**src/rtl/sfplf_pkg.sv**
```systemverilog
// ----------------------------------------------------------------------------
// sfplf_pkg
// Shared types, codes and helpers for the SFP port LED and feedback manager.
// ----------------------------------------------------------------------------
`default_nettype none

package sfplf_pkg;

  // request kinds (tuser)
  localparam logic REQ_SERVICE = 1'b0;
  localparam logic REQ_CMD     = 1'b1;

  // command codes
  localparam logic [7:0] CMD_SET_LED  = 8'd1;
  localparam logic [7:0] CMD_FEEDBACK = 8'd2;

  // LED select for set-LED
  localparam logic [7:0] SEL_LINK = 8'd0;
  localparam logic [7:0] SEL_ACT  = 8'd1;

  // feedback ops
  localparam logic [7:0] FB_TX  = 8'd1;
  localparam logic [7:0] FB_RX  = 8'd2;
  localparam logic [7:0] FB_OFF = 8'd3;

  // LED modes
  localparam logic [1:0] MODE_OFF  = 2'd0;
  localparam logic [1:0] MODE_ON   = 2'd1;
  localparam logic [1:0] MODE_SLOW = 2'd2;
  localparam logic [1:0] MODE_FAST = 2'd3;
  localparam logic [7:0] MODE_MAX  = 8'd3;

  // expander addressing
  localparam logic [7:0] MUX_ADDR = 8'h70;
  localparam logic [1:0] REG_OUT  = 2'd1;
  localparam logic [1:0] REG_DIR  = 2'd3;

  // bits of the output byte
  localparam logic [7:0] BIT_FB_TX = 8'h10;
  localparam logic [7:0] BIT_FB_RX = 8'h20;

  // blink counter taps
  localparam int SLOW_TAP = 7;
  localparam int FAST_TAP = 4;

  localparam int MAX_WR = 3;

  typedef struct packed {
    logic       req_type;
    logic [2:0] svc_port;
    logic [7:0] pin_input;
    logic [7:0] cmd_code;
    logic [7:0] cmd_port;
    logic [7:0] cmd_arg;
    logic [7:0] cmd_value;
  } item_t;

  typedef struct packed {
    logic [7:0] dev_addr;
    logic [1:0] reg_select;
    logic [7:0] write_value;
    logic       last;
  } wr_t;

  // write burst produced by one item
  typedef struct packed {
    logic [1:0]            count;
    wr_t  [MAX_WR-1:0]     wr;
  } burst_t;

  function automatic logic led_on(input logic [1:0] mode, input logic [7:0] count);
    logic on;
    case (mode)
      MODE_ON:   on = 1'b1;
      MODE_SLOW: on = count[SLOW_TAP];
      MODE_FAST: on = count[FAST_TAP];
      default:   on = 1'b0;
    endcase
    return on;
  endfunction

endpackage

`default_nettype wire

```
**src/rtl/sfplf_engine.sv**
```systemverilog
// ----------------------------------------------------------------------------
// sfplf_engine
// Per-port state and the single-pass update that builds each write burst.
// ----------------------------------------------------------------------------
`default_nettype none

module sfplf_engine #(
  parameter int PORT_COUNT = 8,
  parameter int BASE_ADDR  = 64
) (
  input  wire                    clk,
  input  wire                    rst,
  input  wire                    fire,
  input  wire sfplf_pkg::item_t  item,
  output sfplf_pkg::burst_t      burst
);

  localparam int IDX_W = (PORT_COUNT > 1) ? $clog2(PORT_COUNT) : 1;
  localparam logic [8:0] PC = 9'(PORT_COUNT);
  localparam logic [7:0] BASE = 8'(BASE_ADDR);

  logic             ready_flag  [PORT_COUNT];
  logic             prev_detect [PORT_COUNT];
  logic [1:0]       link_mode   [PORT_COUNT];
  logic [1:0]       act_mode    [PORT_COUNT];
  logic [7:0]       blink_count [PORT_COUNT];
  logic [7:0]       out_byte    [PORT_COUNT];

  logic             hit;
  logic [IDX_W-1:0] idx;
  logic [2:0]       port;
  logic             det;
  logic             ready_next, prev_next;
  logic [1:0]       link_next, act_next, mode_w;
  logic [7:0]       count_next, out_next, paddr;

  always_comb begin
    if (item.req_type == sfplf_pkg::REQ_CMD) begin
      hit  = {1'b0, item.cmd_port} < PC;
      port = item.cmd_port[2:0];
    end else begin
      hit  = {6'b0, item.svc_port} < PC;
      port = item.svc_port;
    end
    idx   = port[IDX_W-1:0];
    det   = item.pin_input[7];
    paddr = BASE + {4'b0, port, 1'b0};
    mode_w = (item.cmd_value > sfplf_pkg::MODE_MAX) ? sfplf_pkg::MODE_OFF
                                                     : item.cmd_value[1:0];
  end

  always_comb begin
    ready_next = ready_flag[idx];
    prev_next  = prev_detect[idx];
    link_next  = link_mode[idx];
    act_next   = act_mode[idx];
    count_next = blink_count[idx];
    out_next   = out_byte[idx];
    burst      = '0;
    if (hit) begin
      if (item.req_type == sfplf_pkg::REQ_SERVICE) begin
        if (!ready_flag[idx]) begin
          if (prev_detect[idx] && !det) begin
            ready_next = 1'b1;
          end
          prev_next = det;
        end else begin
          out_next = {out_byte[idx][7:2],
                      sfplf_pkg::led_on(act_mode[idx], blink_count[idx]),
                      sfplf_pkg::led_on(link_mode[idx], blink_count[idx])};
          count_next = blink_count[idx] + 8'd1;
          burst.count             = 2'd1;
          burst.wr[0].dev_addr    = paddr;
          burst.wr[0].reg_select  = sfplf_pkg::REG_OUT;
          burst.wr[0].write_value = out_next;
          burst.wr[0].last        = 1'b1;
        end
      end else begin
        case (item.cmd_code)
          sfplf_pkg::CMD_SET_LED: begin
            if (item.cmd_arg == sfplf_pkg::SEL_LINK) begin
              link_next = mode_w;
            end else if (item.cmd_arg == sfplf_pkg::SEL_ACT) begin
              act_next = mode_w;
            end
          end
          sfplf_pkg::CMD_FEEDBACK: begin
            if (item.cmd_arg == sfplf_pkg::FB_TX || item.cmd_arg == sfplf_pkg::FB_RX) begin
              out_next = out_byte[idx] | ((item.cmd_arg == sfplf_pkg::FB_TX)
                                          ? sfplf_pkg::BIT_FB_TX : sfplf_pkg::BIT_FB_RX);
              burst.count             = 2'd3;
              burst.wr[0].dev_addr    = paddr;
              burst.wr[0].reg_select  = sfplf_pkg::REG_OUT;
              burst.wr[0].write_value = out_next;
              burst.wr[0].last        = 1'b0;
              burst.wr[1].dev_addr    = sfplf_pkg::MUX_ADDR;
              burst.wr[1].reg_select  = sfplf_pkg::REG_DIR;
              burst.wr[1].write_value = 8'h00;
              burst.wr[1].last        = 1'b0;
              burst.wr[2].dev_addr    = sfplf_pkg::MUX_ADDR;
              burst.wr[2].reg_select  = sfplf_pkg::REG_OUT;
              burst.wr[2].write_value = 8'd1 << port[2:1];
              burst.wr[2].last        = 1'b1;
            end else if (item.cmd_arg == sfplf_pkg::FB_OFF) begin
              out_next = out_byte[idx] & ~(sfplf_pkg::BIT_FB_TX | sfplf_pkg::BIT_FB_RX);
              burst.count             = 2'd2;
              burst.wr[0].dev_addr    = paddr;
              burst.wr[0].reg_select  = sfplf_pkg::REG_OUT;
              burst.wr[0].write_value = out_next;
              burst.wr[0].last        = 1'b0;
              burst.wr[1].dev_addr    = sfplf_pkg::MUX_ADDR;
              burst.wr[1].reg_select  = sfplf_pkg::REG_OUT;
              burst.wr[1].write_value = 8'h00;
              burst.wr[1].last        = 1'b1;
            end
          end
          default: begin
          end
        endcase
      end
    end
  end

  always_ff @(posedge clk) begin
    if (rst) begin
      for (int i = 0; i < PORT_COUNT; i++) begin
        ready_flag[i]  <= 1'b0;
        prev_detect[i] <= 1'b1;
        link_mode[i]   <= sfplf_pkg::MODE_OFF;
        act_mode[i]    <= sfplf_pkg::MODE_OFF;
        blink_count[i] <= 8'd0;
        out_byte[i]    <= 8'd0;
      end
    end else if (fire && hit) begin
      ready_flag[idx]  <= ready_next;
      prev_detect[idx] <= prev_next;
      link_mode[idx]   <= link_next;
      act_mode[idx]    <= act_next;
      blink_count[idx] <= count_next;
      out_byte[idx]    <= out_next;
    end
  end

endmodule

`default_nettype wire

```
**src/rtl/sfplf_wr_seq.sv**
```systemverilog
// ----------------------------------------------------------------------------
// sfplf_wr_seq
// Result register: holds one write burst and plays it out beat by beat.
// ----------------------------------------------------------------------------
`default_nettype none

module sfplf_wr_seq (
  input  wire                    clk,
  input  wire                    rst,
  input  wire                    load,
  input  wire sfplf_pkg::burst_t burst,
  output logic                   load_ok,
  output logic                   m_tvalid,
  input  wire                    m_tready,
  output logic [23:0]            m_tdata,
  output logic                   m_tlast
);

  sfplf_pkg::wr_t [sfplf_pkg::MAX_WR-1:0] wbuf;
  logic [1:0]     cnt;
  logic [1:0]     idx;
  logic           busy;
  logic           final_beat;
  sfplf_pkg::wr_t cur;

  always_comb begin
    case (idx)
      2'd0:    cur = wbuf[0];
      2'd1:    cur = wbuf[1];
      default: cur = wbuf[2];
    endcase
  end

  assign final_beat = (idx == cnt - 2'd1);
  assign load_ok    = !busy || (m_tready && final_beat);
  assign m_tvalid   = busy;
  assign m_tdata    = {6'b0, cur.write_value, cur.reg_select, cur.dev_addr};
  assign m_tlast    = cur.last;

  always_ff @(posedge clk) begin
    if (rst) begin
      busy <= 1'b0;
      idx  <= 2'd0;
      cnt  <= 2'd0;
    end else begin
      if (busy && m_tready) begin
        if (final_beat) begin
          busy <= 1'b0;
        end else begin
          idx <= idx + 2'd1;
        end
      end
      if (load && burst.count != 2'd0) begin
        busy <= 1'b1;
        idx  <= 2'd0;
        cnt  <= burst.count;
      end
    end
  end

  always_ff @(posedge clk) begin
    if (load && burst.count != 2'd0) begin
      wbuf <= burst.wr;
    end
  end

`ifndef SYNTH
  a_idx_in_range: assert property (@(posedge clk) disable iff (rst)
    busy |-> (idx < cnt))
    else $error("write index past burst length");

  a_last_on_final: assert property (@(posedge clk) disable iff (rst)
    busy |-> (m_tlast == final_beat))
    else $error("tlast does not match final beat");

  a_hold_out: assert property (@(posedge clk) disable iff (rst)
    (m_tvalid && !m_tready) |=> (m_tvalid && $stable(m_tdata) && $stable(m_tlast)))
    else $error("stalled write changed or dropped");
`endif

endmodule

`default_nettype wire

```
**src/rtl/sfp_port_led_and_feedback_manager_core.sv**
```systemverilog
// ----------------------------------------------------------------------------
// sfp_port_led_and_feedback_manager_core
// Eight-port SFP detect, LED and TX/RX feedback manager issuing expander writes.
// ----------------------------------------------------------------------------
//
// Channel | Dir | Handshake          | Content
// --------+-----+--------------------+---------------------------------------
// s_*     | in  | s_tvalid/s_tready  | service item or host command
// m_*     | out | m_tvalid/m_tready  | one expander write transaction
//
// An item is registered on accept, evaluated in one pass against the
// per-port state, and its writes (0 to 3) land in the result register when
// that register can take them. The result register drains one write per
// cycle while m_tready is high. A new item is taken while the last write
// of the previous burst is handed off. Reset (rst, synchronous) returns
// every port to detecting, detect pin high, LEDs off, counter and output
// byte zero. Output stalls hold the burst and back up into the input
// register, then s_tready.
// ----------------------------------------------------------------------------
`default_nettype none

module sfp_port_led_and_feedback_manager_core #(
  parameter int PORT_COUNT = 8,
  parameter int BASE_ADDR  = 64
) (
  input  wire         clk,
  input  wire         rst,
  input  wire         s_tvalid,
  output logic        s_tready,
  // [2:0] svc_port, [10:3] pin_input, [18:11] cmd_code, [26:19] cmd_port,
  // [34:27] cmd_arg, [42:35] cmd_value, [47:43] zero
  input  wire  [47:0] s_tdata,
  // [0] req_type
  input  wire  [0:0]  s_tuser,
  output logic        m_tvalid,
  input  wire         m_tready,
  // [7:0] dev_addr, [9:8] reg_select, [17:10] write_value, [23:18] zero
  output logic [23:0] m_tdata,
  output logic        m_tlast
);

  // input register
  logic              in_valid;
  sfplf_pkg::item_t  in_item;
  logic              fire;
  logic              load_ok;
  sfplf_pkg::burst_t burst;

  assign fire     = in_valid && load_ok;
  assign s_tready = !in_valid || fire;

  always_ff @(posedge clk) begin
    if (rst) begin
      in_valid <= 1'b0;
    end else if (s_tready) begin
      in_valid <= s_tvalid;
    end
  end

  // payload only moves on an accepted transaction
  always_ff @(posedge clk) begin
    if (s_tvalid && s_tready) begin
      in_item.req_type  <= s_tuser[0];
      in_item.svc_port  <= s_tdata[2:0];
      in_item.pin_input <= s_tdata[10:3];
      in_item.cmd_code  <= s_tdata[18:11];
      in_item.cmd_port  <= s_tdata[26:19];
      in_item.cmd_arg   <= s_tdata[34:27];
      in_item.cmd_value <= s_tdata[42:35];
    end
  end

  // single-pass evaluation against port state
  sfplf_engine #(
    .PORT_COUNT (PORT_COUNT),
    .BASE_ADDR  (BASE_ADDR)
  ) u_engine (
    .clk   (clk),
    .rst   (rst),
    .fire  (fire),
    .item  (in_item),
    .burst (burst)
  );

  // result register, one write per beat
  sfplf_wr_seq u_wr_seq (
    .clk      (clk),
    .rst      (rst),
    .load     (fire),
    .burst    (burst),
    .load_ok  (load_ok),
    .m_tvalid (m_tvalid),
    .m_tready (m_tready),
    .m_tdata  (m_tdata),
    .m_tlast  (m_tlast)
  );

`ifndef SYNTH
  // a held item must not be lost or altered while the burst register is busy
  a_hold_item: assert property (@(posedge clk) disable iff (rst)
    (in_valid && !fire) |=> (in_valid && $stable(in_item)))
    else $error("pending item dropped or changed");

  // every accepted transaction lands in the input register
  a_accept_lands: assert property (@(posedge clk) disable iff (rst)
    (s_tvalid && s_tready) |=> in_valid)
    else $error("accepted item not registered");

  // an empty input register always takes a transaction
  a_ready_when_empty: assert property (@(posedge clk) disable iff (rst)
    !in_valid |-> s_tready)
    else $error("input stalled while empty");
`endif

endmodule

`default_nettype wire

```
**config.mk**
```make
export PLATFORM = sky130hd
export DESIGN_NAME = sfp_port_led_and_feedback_manager_core
export DESIGN_NICKNAME = d
export VERILOG_FILES = /design/src/rtl/sfplf_pkg.sv /design/src/rtl/sfplf_engine.sv /design/src/rtl/sfplf_wr_seq.sv /design/src/rtl/sfp_port_led_and_feedback_manager_core.sv
export SDC_FILE = /design/constraint.sdc
export NUM_CORES = 1
export LEC_CHECK = 0
export BUFFER_PORTS_ARGS = -buffer_cell sky130_fd_sc_hd__buf_2
export CAP_MARGIN = 25
export CORE_MARGIN = 2
export CORE_UTILIZATION = 57
export CTS_BUF_LIST = sky130_fd_sc_hd__clkbuf_8
export DETAILED_ROUTE_END_ITERATION = 10
export GPL_ROUTABILITY_DRIVEN = 0
export HOLD_SLACK_MARGIN = 0.02
export PLACE_DENSITY = 0.86
export REMOVE_ABC_BUFFERS = 1
export SYNTH_ARGS = -nofsm -noshare
export SYNTH_HDL_FRONTEND = slang
export SYNTH_HIERARCHICAL = 1
export SYNTH_SLANG_ARGS = --single-unit
export TNS_END_PERCENT = 10
```
**constraint.sdc**
```tcl
create_clock -name clk -period 3.55 [get_ports clk]
set_clock_uncertainty 0.1 [all_clocks]
set_input_delay 0.355 -clock clk [delete_from_list [all_inputs] [get_ports clk]]
set_output_delay 0.355 -clock clk [all_outputs]
set_load 0.05 [all_outputs]
```
==> reports/metrics.cfg, run 1 <==
[outcome]
status=complete, but fails checks
violations=setup timing

[die]
die_h_um=150
rows=53
die_x_um=150
ioPinCount=80
die-area_um2=22600
core_area_um2=21000
start_util_pct=58.0

[worst_setup_path]
reg2regPathDepth=12
cp.required_ns=3.82
cp-end-kind=flip-flop
path_cells=buf_4, mux2i_4, buf_4, nand2_1, o22ai_1, nor3_1, inv_1, ha_1, inv_1, or4_1, or3_4, a21oi_1
r2r_end=u_engine/blink_count[0][6]
critPathMaxStageDelay_ns=0.58
crit_slowest_cell=or4_1
path_class=reg -> reg
cp-start-kind=flip-flop
cp_max_fo=12
r2r_slack_ns=-0.04
r2r-start=in_item[43]
worstPathBufferInverterCount=4
cp_top_family=simple AND/OR/NAND/NOR gates
cp.arrival_ns=3.86

[sta]
timing.hold.ws_ns=0.0397
fin_ws_ns=-0.0395
relSlewSlack_pct=44.2
period_share_pct=101
fmax_mhz=279
period_minus_slack_ns=3.59
finalSetupViolations=5
rsz0062_at_grt=yes
worst-slew-pin-transition_ns=0.830
final-hold-violation-count=0
maxSlewViolCount=0

[routing]
routedWlPerCell_um=22.1
drt_first_pass_iters=7
post_drt_via_cell_ratio=6.17
routed_wl_um=31900
vias=8912
ant_nets=0
drc=0
drt_iter0_drc=1225

[placed_design]
hpwl_um=18700
port_buffers=61
preCtsSetupSlack_ns=0.0787

[clocking]
cts_inserted_buffers=43
cts.path.max_buffers=3
clock_sinks=276
clkLatencyLatePin_ns=0.56
clk_pin_slew_ns=0.07
cts_tree=built
root_buffer=clkbuf_8
htree_levels=2

[yosys]
avgSynthCellArea_um2=12.3
ys_warn_count=6
netlist_area_um2=12200
postSynthCellCount=989

[power]
p_per_area_nw_per_um2=494
ir_drop_mv=0.227
p_leak_nw=5.44

[final_layout]
seqCellArea_um2=8150
layout_commonest_cell=edfxtp_1
fill_cells=1392
mostFrequentLayoutCells=262 x edfxtp_1, 160 x nor2_1, 97 x nand2_1, 63 x buf_4, 61 x buf_2
synthToLayoutAreaGrowth_pct=16.4
multi_input_area_um2=3610
antennaDiodeCount=0
final_layout_size_suffix_gt1_share_pct=18.7
final_net_count=1198

[grt]
grt_max_degree=58
grt_pass1_wl_um=48200
track_usage_pct=28.5
grt-ovfl-total=0
antenna_found_initial=0
grt_pass1_vias=9070

[flow_run]
maxCapViolations=0

[worst_hold_path]
hp-class=in -> reg
min_to=u_wr_seq/idx[1]
min_path_cells=3
min_from=m_tready

[per-layer routing]
metal	vias up	GRT usage (%)	routed length, um
met5	-	0	0
met3	187	7.85	4030
li1	3851	-	-
met4	0	16.2	1930
met2	721	47.5	15300
met1	4153	33.4	10700
[power by group]
part           switching [W]  total (W)  internal, W
registers          0.0000512    0.00374      0.00369
clock network        0.00118    0.00240      0.00123
logic               0.000569   0.000866     0.000297
total                0.00180    0.00701      0.00521
[stage by stage]
step | util (%) | area, um2 | TNS [ns] | cells | power [W]
floorplan | - | 11800 | -92.51 | 930 | 0.00425
global placement | 61.8 | 13000 | 0 | 1333 | 0.00455
detailed placement | 61.8 | 13000 | 0 | 1333 | 0.00459
CTS | 67.2 | 14100 | 0 | 1444 | 0.00696
global route | 67.5 | 14200 | -0.960 | 1445 | 0.00721
finish | 67.5 | 14200 | -0.103 | 1445 | 0.00701
[worst max path at each step]
stage,startpoint,end,slack (ns),cells past startpoint
after floorplan,in_item[43],u_wr_seq/wbuf[0],-1.13,7
after global placement,in_item[43],u_engine/out_byte[0][1],0.23,8
after detailed placement,in_item[43],u_engine/blink_count[2][6],0.08,12
final,in_item[43],u_engine/blink_count[0][6],-0.04,12
after CTS,in_item[43],u_engine/blink_count[3][6],0.05,12
after global routing,in_item[43],u_engine/blink_count[5][6],-0.08,12
[registers in the layout (all words and copies together) (netlist names)]
register and cells:
u_engine/blink_count 64, u_engine/prev_detect 8, u_engine/ready_flag 8, u_wr_seq/m_tvalid 1, u_engine/out_byte 64, u_wr_seq/cnt 2, u_engine/act_mode 16, u_engine/link_mode 16
in_valid 1, u_wr_seq/wbuf 57, in_item 37, u_wr_seq/idx 2
[layout make-up]
| cell class | instances | area share, % |
|---|---|---|
| multi-input cells | 636 | 25.4 |
| repair buffers | 167 | 8.88 |
| clock inverters | 25 | 0.688 |
| inverters | 18 | 0.476 |
| well taps | 275 | 2.43 |
| flip-flops and latches | 276 | 57.5 |
| clock buffers | 48 | 4.66 |
[tightest hold or removal path, stage by stage]
cell and delay [ns]:
buf_2 0.12, nand4_1 0.09, a21boi_0 0.07
[repair_timing]
action / in CTS / in global routing
hold endpoints to repair: 38 / 0
setup buffers: 0 / 1
setup endpoints to repair: 0 / 113
hold buffers: 38 / 0
resized for setup: 0 / 9
Note: power is estimated with default switching activity, not from simulation.
==> run 2, diff against run 1 <==
--- a/config.mk
+++ b/config.mk
@@ -5,6 +5,7 @@
 export SDC_FILE = /design/constraint.sdc
 export NUM_CORES = 1
 export LEC_CHECK = 0
+export ABC_AREA = 1
 export BUFFER_PORTS_ARGS = -buffer_cell sky130_fd_sc_hd__buf_2
 export CAP_MARGIN = 25
 export CORE_MARGIN = 2
@@ -13,7 +14,7 @@
 export DETAILED_ROUTE_END_ITERATION = 10
 export GPL_ROUTABILITY_DRIVEN = 0
 export HOLD_SLACK_MARGIN = 0.02
-export PLACE_DENSITY = 0.86
+export PLACE_DENSITY = 0.85
 export REMOVE_ABC_BUFFERS = 1
 export SYNTH_ARGS = -nofsm -noshare
 export SYNTH_HDL_FRONTEND = slang
==> reports/metrics.cfg, run 2 <==
[outcome]
status=completed

[sta]
finalSetupViolations=0
setup_tns_ns=0
worst-slew-pin-transition_ns=0.731
period_share_pct=87.1
fmax_mhz=323
timing.hold.ws_ns=0.0427
final-hold-violation-count=0
maxSlewViolCount=0
period_minus_slack_ns=3.09
rsz0062_at_grt=no
relSlewSlack_pct=51.1

[routing]
drc=0
routed_wl_um=29800
ant_nets=0
routedWlPerCell_um=18.0
drt_first_pass_iters=5
vias=9227
drt_iter0_drc=998
post_drt_via_cell_ratio=5.56

[die]
start_util_pct=58.2
rows=54
die-area_um2=23600
ioPinCount=80
core_area_um2=21900
die_h_um=154
die_x_um=154

[worst_setup_path]
cp.required_ns=3.68
cp_max_fo=27
critPathLaunch=in_item[11]
r2r-start=in_item[11]
path_class=reg -> reg
reg2regPathDepth=10
cp-end-kind=flip-flop
cp.arrival_ns=3.22
cp-start-kind=flip-flop

[clocking]
clock_sinks=276
cts_inserted_buffers=43
ctsResizeCount=0
cts_tree=built
root_buffer=clkbuf_8
cts_setup_buffers=0
htree_levels=2
clk_pin_slew_ns=0.06
cts.path.max_buffers=3
hold_buffers=37
clkLatencyLatePin_ns=0.55

[power]
share_seq_of_total_power_pct=53.5
p_leak_nw=5.86
combPwrFrac_pct=12.9
clock_power_share_pct=33.6
netSwitchingFraction_pct=27.0
internal-power_w=0.00511
netSwitchingPower_w=0.00189
p_per_area_nw_per_um2=489
ir_drop_mv=0.515

[worst_hold_path]
min_path_cells=3
min_from=s_tvalid
hp-class=in -> reg

[final_layout]
antennaDiodeCount=0
top_regs=u_engine/blink_count (64), u_engine/out_byte (64), u_wr_seq/wbuf (57)
final_net_count=1406
layout_commonest_cell=nand2_1
synthToLayoutAreaGrowth_pct=12.2
fin_util_pct=65.3
mostFrequentLayoutCells=326 x nand2_1, 262 x edfxtp_1, 200 x nor2_1, 104 x inv_1, 61 x buf_2
final_layout_size_suffix_gt1_share_pct=16.9

[yosys]
netlist_area_um2=12700
avgSynthCellArea_um2=10.4
ys_warn_count=6
postSynthCellCount=1225

[grt]
grt_pass1_wl_um=46800
grt_max_degree=38
track_usage_pct=25.3
antenna_found_initial=0
grt_pass1_vias=9240
grt-ovfl-total=0

[flow_run]
maxCapViolations=0

[placed_design]
hpwl_um=18100
port_buffers=61

==> run 2: critical path: stages (launching register included) <==
cell      delay (ns)
edfxtp_1        0.38
or2_2           0.33
nor3_1          0.14
nand3_1         0.15
nor3_1          0.34
nand3_1         0.17
nand2_1         0.09
nand2_1         0.17
nand2_1         0.23
o21a_2          0.44
buf_12          0.25
==> run 2: final cells by class <==
cell class / count / area [um2]
Multi-Input combinational cell: 802 / 3740
Clock inverter: 30 / 123
Clock buffer: 45 / 619
Sequential cell: 276 / 8150
Tap cell: 280 / 350
Fill cell: 1524 / 7590
Timing Repair Buffer: 135 / 978
Inverter: 92 / 345
==> run 2: worst paths after layout <==
check	endpoint	slack [ns]
worst min-delay path	in_valid	0.04
worst max-delay path	u_wr_seq/wbuf[11]	0.46
worst max register to register	u_wr_seq/wbuf[11]	0.46
worst min register to register	u_wr_seq/cnt[1]	0.39
==> run 2: per-stage QoR <==
stage / instances / power, W / area, um2 / setup WS [ns]
final: 1660 / 0.00699 / 14300 / 0.458
after global routing: 1660 / 0.00726 / 14300 / 0.258
after detailed placement: 1548 / 0.00464 / 13200 / 0.540
after CTS: 1660 / 0.00698 / 14300 / 0.459
after floorplan: 1170 / 0.00437 / 12200 / 0.317
after global placement: 1548 / 0.00461 / 13200 / 0.666
==> run 2: routing by layer <==
| layer | part of all wire, % | wire length, um | track usage, % | up-vias |
|---|---|---|---|---|
| met5 | 0 | 0 | 0 | - |
| met4 | 3.1 | 927 | 10.8 | 0 |
| met3 | 11 | 3210 | 5.07 | 101 |
| met2 | 50 | 14800 | 43.3 | 586 |
| met1 | 36 | 10900 | 31.5 | 4293 |
| li1 | - | - | - | 4247 |
==> run 2: power by group through the flow <==
stage	registers [W]	logic [W]	clock network, W
finish	0.00374	0.000900	0.00235
global route	0.00375	0.000969	0.00254
CTS	0.00374	0.000874	0.00237
detailed placement	0.00381	0.000835	0
global placement	0.00380	0.000816	0
floorplan	0.00380	0.000567	0
==> run 3, diff against run 2 <==
--- a/config.mk
+++ b/config.mk
@@ -14,6 +14,7 @@
 export DETAILED_ROUTE_END_ITERATION = 10
 export GPL_ROUTABILITY_DRIVEN = 0
 export HOLD_SLACK_MARGIN = 0.02
+export MAX_ROUTING_LAYER = met4
 export PLACE_DENSITY = 0.85
 export REMOVE_ABC_BUFFERS = 1
 export SYNTH_ARGS = -nofsm -noshare
==> reports/metrics.cfg, run 3 (synthesis results as in run 2) <==
[clocking]
clock_sinks=276
cts_tree=built
cts_inserted_buffers=43
clkLatencyLatePin_ns=0.55
root_buffer=clkbuf_8
cts.path.max_buffers=3
htree_levels=2
clk_pin_slew_ns=0.06
cts_setup_buffers=0

[power]
p_per_area_nw_per_um2=489
p_leak_nw=5.86
power_w=0.00699
ir_drop_mv=0.512

[grt]
antenna_found_initial=0
grt_max_degree=38
use_met1_pct=31.4
grt_busiest_layer=met2
grt_util_met3_pct=5.16
use_met2_pct=43.3
track_usage_pct=26.0
grt-ovfl-total=0
grt_pass1_wl_um=46700
grt_pass1_vias=9228

[routing]
drt_iter0_drc=942
drt_first_pass_iters=6
ant_nets=0
routed_wl_um=29800
vias=9251
drc=0
routedWlPerCell_um=18.0
post_drt_via_cell_ratio=5.57

[worst_setup_path]
cp-end-kind=output port
cp.arrival_ns=2.65
cp.required_ns=3.09
path_class=reg -> out
cp-start-kind=flip-flop
cp_max_fo=19

[sta]
final-hold-violation-count=0
fmax_mhz=322
relSlewSlack_pct=50.6
maxSlewViolCount=0
period_share_pct=87.5
finalSetupViolations=0
worst-slew-pin-transition_ns=0.738
setup_tns_ns=0
rsz0062_at_grt=no
period_minus_slack_ns=3.11

[final_layout]
final_layout_size_suffix_gt1_share_pct=16.9
mostFrequentLayoutCells=326 x nand2_1, 262 x edfxtp_1, 200 x nor2_1, 104 x inv_1, 61 x buf_2
layout_commonest_cell=nand2_1
antennaDiodeCount=0
fill_cells=1524
synthToLayoutAreaGrowth_pct=12.2
final_net_count=1406
top_regs=u_engine/blink_count (64), u_engine/out_byte (64), u_wr_seq/wbuf (57)

[die]
core_area_um2=21900
die_x_um=154
ioPinCount=80
rows=54
die_h_um=154
start_util_pct=58.2
die-area_um2=23600

[outcome]
status=completed

[placed_design]
port_buffers=61
hpwl_um=18100

[worst_hold_path]
hp-class=in -> reg

[flow_run]
maxCapViolations=0

-- run 3: cell counts in the layout (fill, tap and decap cells not counted) --
No cell type changed its count.
-- run 3: cell type report --
cell class              count  area (um2)  area share [%]
inverters                  92         345            2.41
clock buffers              45         619            4.33
multi-input cells         802        3740            26.1
clock inverters            30         123           0.857
repair buffers            135         978            6.84
flip-flops and latches    276        8150            57.0
well taps                 280         350            2.45
-- run 3: path summary, 6_finish.rpt --
check        slack (ns)            start                 to  depth (start not counted)
min                0.04         s_tvalid           in_valid                          3
min reg2reg        0.39  u_wr_seq/cnt[1]    u_wr_seq/cnt[1]                          2
max                0.44  u_wr_seq/idx[0]        m_tdata[12]                          6
max reg2reg        0.45      in_item[11]  u_wr_seq/wbuf[11]                         10
-- run 3: timing repair --
item	CTS	global route
hold buffers	37	0
gates resized for setup	0	0
hold endpoints to repair	37	0
-- run 3: critical path, stage by stage, from the launching register on --
cell and delay, ns:
dfxtp_1 0.40, inv_2 0.07, ha_1 0.44, nor2_4 0.58, a22oi_1 0.23, nand2_1 0.11, buf_2 0.26
-- run 3: routing by layer --
metal / vias up / wire length (um) / share of wire (%)
li1: 4247 / - / -
met1: 4336 / 10900 / 37
met2: 574 / 14900 / 50
met3: 94 / 3140 / 11
met4: 0 / 867 / 2.9
met5: - / 0 / 0
-- run 3: where the power goes --
part | switching (W) | internal, W
clock | 0.00118 | 0.00117
combinational | 0.000659 | 0.000241
sequential | 0.0000432 | 0.00370
total | 0.00188 | 0.00511
-- run 3: per-stage QoR --
| step | instances | hold WS (ns) | util (%) | setup WS [ns] | instance area, um2 |
|---|---|---|---|---|---|
| after floorplan | 1170 | 0.317 | - | 0.317 | 12200 |
| after global placement | 1548 | 0.357 | 60.2 | 0.666 | 13200 |
| after detailed placement | 1548 | 0.361 | 60.2 | 0.540 | 13200 |
| after CTS | 1660 | 0.0247 | 65.3 | 0.459 | 14300 |
| after global routing | 1660 | 0.0484 | 65.3 | 0.258 | 14300 |
| final | 1660 | 0.0436 | 65.3 | 0.443 | 14300 |
